`src/hw/rtl/cal_pkg.sv`:
```
// cal_pkg: shared types and codes for the cursor array list unit
// used by cal_cell, cursor_array_list_unit and cal_checker; no dependencies
package cal_pkg;

  typedef enum logic [3:0] {
    ACT_READ_CUR   = 4'd0,
    ACT_WRITE_CUR  = 4'd1,
    ACT_PREV       = 4'd2,
    ACT_NEXT       = 4'd3,
    ACT_FIRST      = 4'd4,
    ACT_LAST       = 4'd5,
    ACT_DELETE     = 4'd6,
    ACT_INS_BEFORE = 4'd7,
    ACT_INS_AFTER  = 4'd8,
    ACT_READ_IDX   = 4'd9,
    ACT_WRITE_IDX  = 4'd10
  } action_t;

  typedef enum logic [1:0] {
    ST_OK    = 2'd0,
    ST_EMPTY = 2'd1,
    ST_RANGE = 2'd2,
    ST_FULL  = 2'd3
  } status_t;

  typedef enum logic [1:0] {
    CELL_HOLD,
    CELL_WRITE,
    CELL_INSERT,
    CELL_DELETE
  } cell_op_t;

endpackage

```
`src/hw/rtl/cal_cell.sv`:
```
// cal_cell: one list slot; holds a word, takes a neighbor's word on insert or delete
// depends on cal_pkg for the cell operation codes
module cal_cell import cal_pkg::*; #(
  parameter int DATA_WIDTH = 32,
  parameter int POS_W      = 6,
  parameter int POS        = 0
) (
  input  logic                  clk,
  input  cell_op_t              op,
  input  logic [POS_W-1:0]      at,
  input  logic [DATA_WIDTH-1:0] wdata,
  input  logic [DATA_WIDTH-1:0] from_lo,
  input  logic [DATA_WIDTH-1:0] from_hi,
  input  logic [POS_W-1:0]      rd_pos,
  output logic [DATA_WIDTH-1:0] word,
  output logic [DATA_WIDTH-1:0] rd_word
);

  localparam logic [POS_W-1:0] ME = POS_W'(POS);

  always_ff @(posedge clk) begin
    case (op)
      CELL_WRITE: begin
        if (at == ME) word <= wdata;
      end
      CELL_INSERT: begin
        if (at == ME) word <= wdata;
        else if (ME > at) word <= from_lo;
      end
      CELL_DELETE: begin
        if (ME >= at) word <= from_hi;
      end
      default: begin
      end
    endcase
  end

  assign rd_word = (rd_pos == ME) ? word : '0;

endmodule

```
`config.mk`:
```
export PLATFORM = sky130hd
export DESIGN_NAME = cal_cell
export DESIGN_NICKNAME = d
export VERILOG_FILES = /design/src/hw/rtl/cal_pkg.sv /design/src/hw/rtl/cal_cell.sv
export SDC_FILE = /design/constraint.sdc
export NUM_CORES = 1
export LEC_CHECK = 0
export ABC_AREA = 1
export BUFFER_PORTS_ARGS = -buffer_cell sky130_fd_sc_hd__buf_2
export CAP_MARGIN = 20
export CORE_MARGIN = 2
export CORE_UTILIZATION = 43
export DETAILED_ROUTE_END_ITERATION = 8
export GPL_ROUTABILITY_DRIVEN = 0
export PLACE_DENSITY = 0.81
export SYNTH_ARGS = -nofsm -noshare
export SYNTH_HDL_FRONTEND = slang
export SYNTH_SLANG_ARGS = --single-unit
```
`constraint.sdc`:
```
create_clock -name clk -period 3 [get_ports clk]
set_input_delay 0 -clock clk [delete_from_list [all_inputs] [get_ports clk]]
set_output_delay 0 -clock clk [all_outputs]
set_load 0.05 [all_outputs]
```
# After elaboration in Yosys (flattened, before gate mapping)
# Index checks and enable logic that the tools add are counted.
# totals
mem_count	0
input_bits	111
out_inout_bits	64
ram_bits	0
elab_cells	19
mem_bits_ro	0
regBits	32
latchBits	0
# op_classes
n_bitwise	0
add_sub_neg	0
n_mul	0
reduce_logical	4
n_div	0
muxes	6
shift	0
n_lt_le_gt_ge	2
n_eq_ne	6
# ops
op	n
2-to-1 mux 32 bit	5
case mux 32 bit (3 select lines)	1
zero test 6 bit	2
>= comparator 1 x 6 -> 1 bit (first input constant)	1
> comparator 1 x 6 -> 1 bit (first input constant)	1
== test 2 bit (second input constant)	2
!= test 2 bit (second input constant)	2
AND reduction 4 bit	1
!= test 3 bit (second input constant)	1
nonzero test 3 bit	1
== test 2 x 1 -> 1 bit (second input constant)	1

# Depth between registers and ports, before layout
# logic_depth
ltp_word	4
depth_mapped	6
mapped_depth_nobuf	5

# Least setup slack after synthesis
# OpenSTA, ideal clock, no wires.
# synth_path
path_type	input -> register
from	in at[2]
to	reg word[0] (enable)
path_stages	4
required_time_ns	2.579
n_path_buf	1
path_slack_ns	0.786
setup_time_ns	0.421
t_arrival_ns	1.793
path_cell_list	nor2_4 > nand3_4 > buf_2 > nor2_1
# synth_between
elab_chain_cells	3
elab_cells_between_ends	7
classes_between	order compare (2); eq/ne (3); reduce/logical (2)
# synth_lines
element	line	source
from (decl)	cal_cell.sv:10	input logic [POS_W-1:0] at,
> comparator 1 x 6 -> 1 bit (tied with other cells)	cal_cell.sv:28	else if (ME > at) word <= from_lo;
!= test 3 bit (no source line) / != test 2 bit (equally long branches)	n/a	
AND reduction 4 bit (no source line) (*)	n/a	
to (signal assigned)	cal_cell.sv:27	if (at == ME) word <= wdata;
to (signal assigned)	cal_cell.sv:28	
to (signal assigned)	cal_cell.sv:31	if (ME >= at) word <= from_hi;
to (decl)	cal_cell.sv:15	output logic [DATA_WIDTH-1:0] word,
# Mark *: on every way between the ends. The rest lies on a longest branch, timed or not.
# A chain may end at the register's enable or synchronous reset.

# Final worst setup path
# layout_path
from	in at[0]
to	reg word[19] (enable)
# The elaborated chain is that of the path after synthesis.

==> impl_metrics.tcl <==
set metrics [dict create \
    async_set_or_reset_register_ratio_after_synthesis 0 \
    top_cells_by_area_synth "edfxtp_1 35%, inv_1 18%, nand3_1 12%" \
    initial_utilization 0.451 \
    postCtsSetupBuffers 0 \
    grt_antenna_before_repair 0 \
    drc_errors 0 \
    power.switching_fraction 0.280 \
    mappedNetlistArea_mm2 0.00272 \
    ys.warnings.count 0 \
    num_rows 28 \
    synth.net_count 536 \
    timing.critical_path.fanout_max 33 \
    instances_no_fill 660 \
    synth-main-ff-cell "edfxtp_1" \
    unique_masters_post_synth 13 \
    port-buffer-count 174 \
    share_of_the_clock_period_used_by_the_worst_path 0.539 \
    crit_required_ps 2900 \
    number_of_global_route_vias_before_repair 2995 \
    route.vias.total 3201 \
    finalWirelength_um 8620 \
    synth.largest_area_cell "edfxtp_1" \
    synth_edf_count 32 \
    die-area_mm2 0.00697 \
    first_iter_violations 140 \
    layout.nets 695 \
    final_hold_viol_count 0 \
    report.final.setup_viol 0 \
    cellInternalPower_mw 0.852 \
    critical_path.cell_chain "buf_2 > nor2_4 > nand3_4 > nor2_4" \
    critical_path_class "in2reg" \
    yosys_register_bits 32 \
    detail-route-antenna-nets 0 \
    place.detailed.instances 652 \
    layout_cell_share_with_drive_strength_beyond_1 0.330 \
    sequential_fraction_of_the_synthesis_area 0.354 \
    seq_power_share 0.426 \
    fraction_of_post_synthesis_cell_area_in_the_top_cell_type_by_area 0.354 \
    die_height_um 83.5 \
    report.final.slew_viol_count 0 \
    grt.overflow.total 0 \
    post-synth-top-count-cell "inv_1" \
    critPathMaxStageDelay_ps 880 \
    design.portCount 175 \
    syn_to_final_growth_pct 37.0 \
    cp_most_frequent_cell "nor2_4" \
    syn_area_per_cell_um2 6.39 \
    worstHoldPathType "in2reg" \
    holdBufCountCts 0 \
    synth_cells 425 \
    placeableCoreArea_mm2 0.00603 \
    grt_pass1_wl_um 13800 \
    yosys-top-cells-count "129 x inv_1, 65 x nand3_1, 64 x nand2_1" \
    cp-start-kind "primary input" \
    ctsHtreeMaxLevel 2 \
    ir_drop_v 0.000237 \
    vias_per_cell 4.85 \
    setup_tns_ps 0 \
    cts.path.max_buffers 2 \
    fmax_mhz 619 \
    combPwrFrac 0.229 \
    hpwl_um 6140 \
    detail_route.wl_per_cell_um 13.1 \
    grt_usage 0.241 \
    cap_violations 0 \
    cts_inserted_buffers 5 \
    layout_min_cycle_time_ps 1620 \
    p_leak_nw 2.26 \
    critical_path.slowest_cell "nor2_4" \
    fillCellCount 574 \
    status "finished clean" \
    drt_pass1_iterations 4 \
    power.net_switching_mw 0.332 \
    largest_reg_flops 32 \
    clk_pin_slew_ps 80 \
    critPathArrivalTime_ps 1520 \
    grt_max_degree 37 \
    cts-resized-gates 0 \
    power_frac_clock 0.346 \
    root_buffer "clkbuf_8" \
    registers.top_by_ff_count "word" \
    grt_setup_unrepaired "false" \
    n_antenna_cell 0 \
    clkSinkCount 32 \
    cts_tree "done" \
    die_w_um 83.5 \
    relSlewSlack 0.346 \
    power-per-cell-area_mw_per_mm2 318 \
    tightestPinTransition_ps 978 \
    endpoint_kind "flip-flop" \
    largest_registers "word (32)" \
]
[critical path, delay by kind of cell]
| kind | cells | cell delay (ps) |
|---|---|---|
| buf+inv | 1 | 120 |
| simple gates | 3 | 1370 |
[metrics by stage]
| stage | hold WS (ps) | utilization | area, um^2 | power [mW] | worst slack, ps |
|---|---|---|---|---|---|
| final | 90.8 | 0.617 | 3720 | 1.18 | 1380 |
| after global placement | 368 | 0.595 | 3580 | 0.772 | 1070 |
| after global routing | 96.3 | 0.617 | 3720 | 1.24 | 1270 |
| after detailed placement | 380 | 0.599 | 3610 | 0.783 | 1080 |
| after CTS | 85.2 | 0.617 | 3720 | 1.19 | 1380 |
| after floorplan | 281 | - | 2720 | 0.674 | 786 |
[cell families (layout without fill, tap and decap cells)]
kind of cell | after synthesis | count (layout) | synth area share
compound gates | 32 | 32 | 0.0590
buf+inv | 158 | 318 | 0.233
flops | 32 | 32 | 0.354
simple gates | 203 | 203 | 0.354
[cell usage in the layout, fill, tap and decap left out, drive strengths merged]
cell type	count
clkbuf	5
bufinv	1
nand2	64
nand3	66
inv	129
edfxtp	32
nor2	41
o21ai	32
nand4	32
clkinv	2
buf	181
[per-layer routing]
metal / track usage / share of wire
met2: 0.458 / 0.54
met3: 0.0396 / 0.068
met1: 0.283 / 0.38
met4: 0.0543 / 0.0066
met5: 0 / 0
[path summary, 6_finish.rpt]
kind / from / end / slack (ps) / depth (start not counted)
worst max-delay path: at[0] / word[19] / 1380 / 4
worst min-delay path: from_lo[23] / word[23] / 90 / 5
[power by group through the flow]
stage / Combinational (mW) / Sequential [mW] / Clock (mW)
after global routing: 0.304 / 0.504 / 0.430
after floorplan: 0.146 / 0.528 / 0
after CTS: 0.270 / 0.504 / 0.417
final: 0.271 / 0.504 / 0.409
after global placement: 0.258 / 0.514 / 0
after detailed placement: 0.269 / 0.514 / 0
[final cells by class]
type	instances	area (um^2)	share of cell area
Clock buffer	5	68.8	0.0185
Clock inverter	3	37.5	0.0101
Inverter	129	484	0.130
Multi-Input combinational cell	235	1130	0.304
Sequential cell	32	961	0.258
Tap cell	75	93.8	0.0252
Timing Repair Buffer	181	943	0.254
Note: power is estimated with default switching activity, not from simulation.
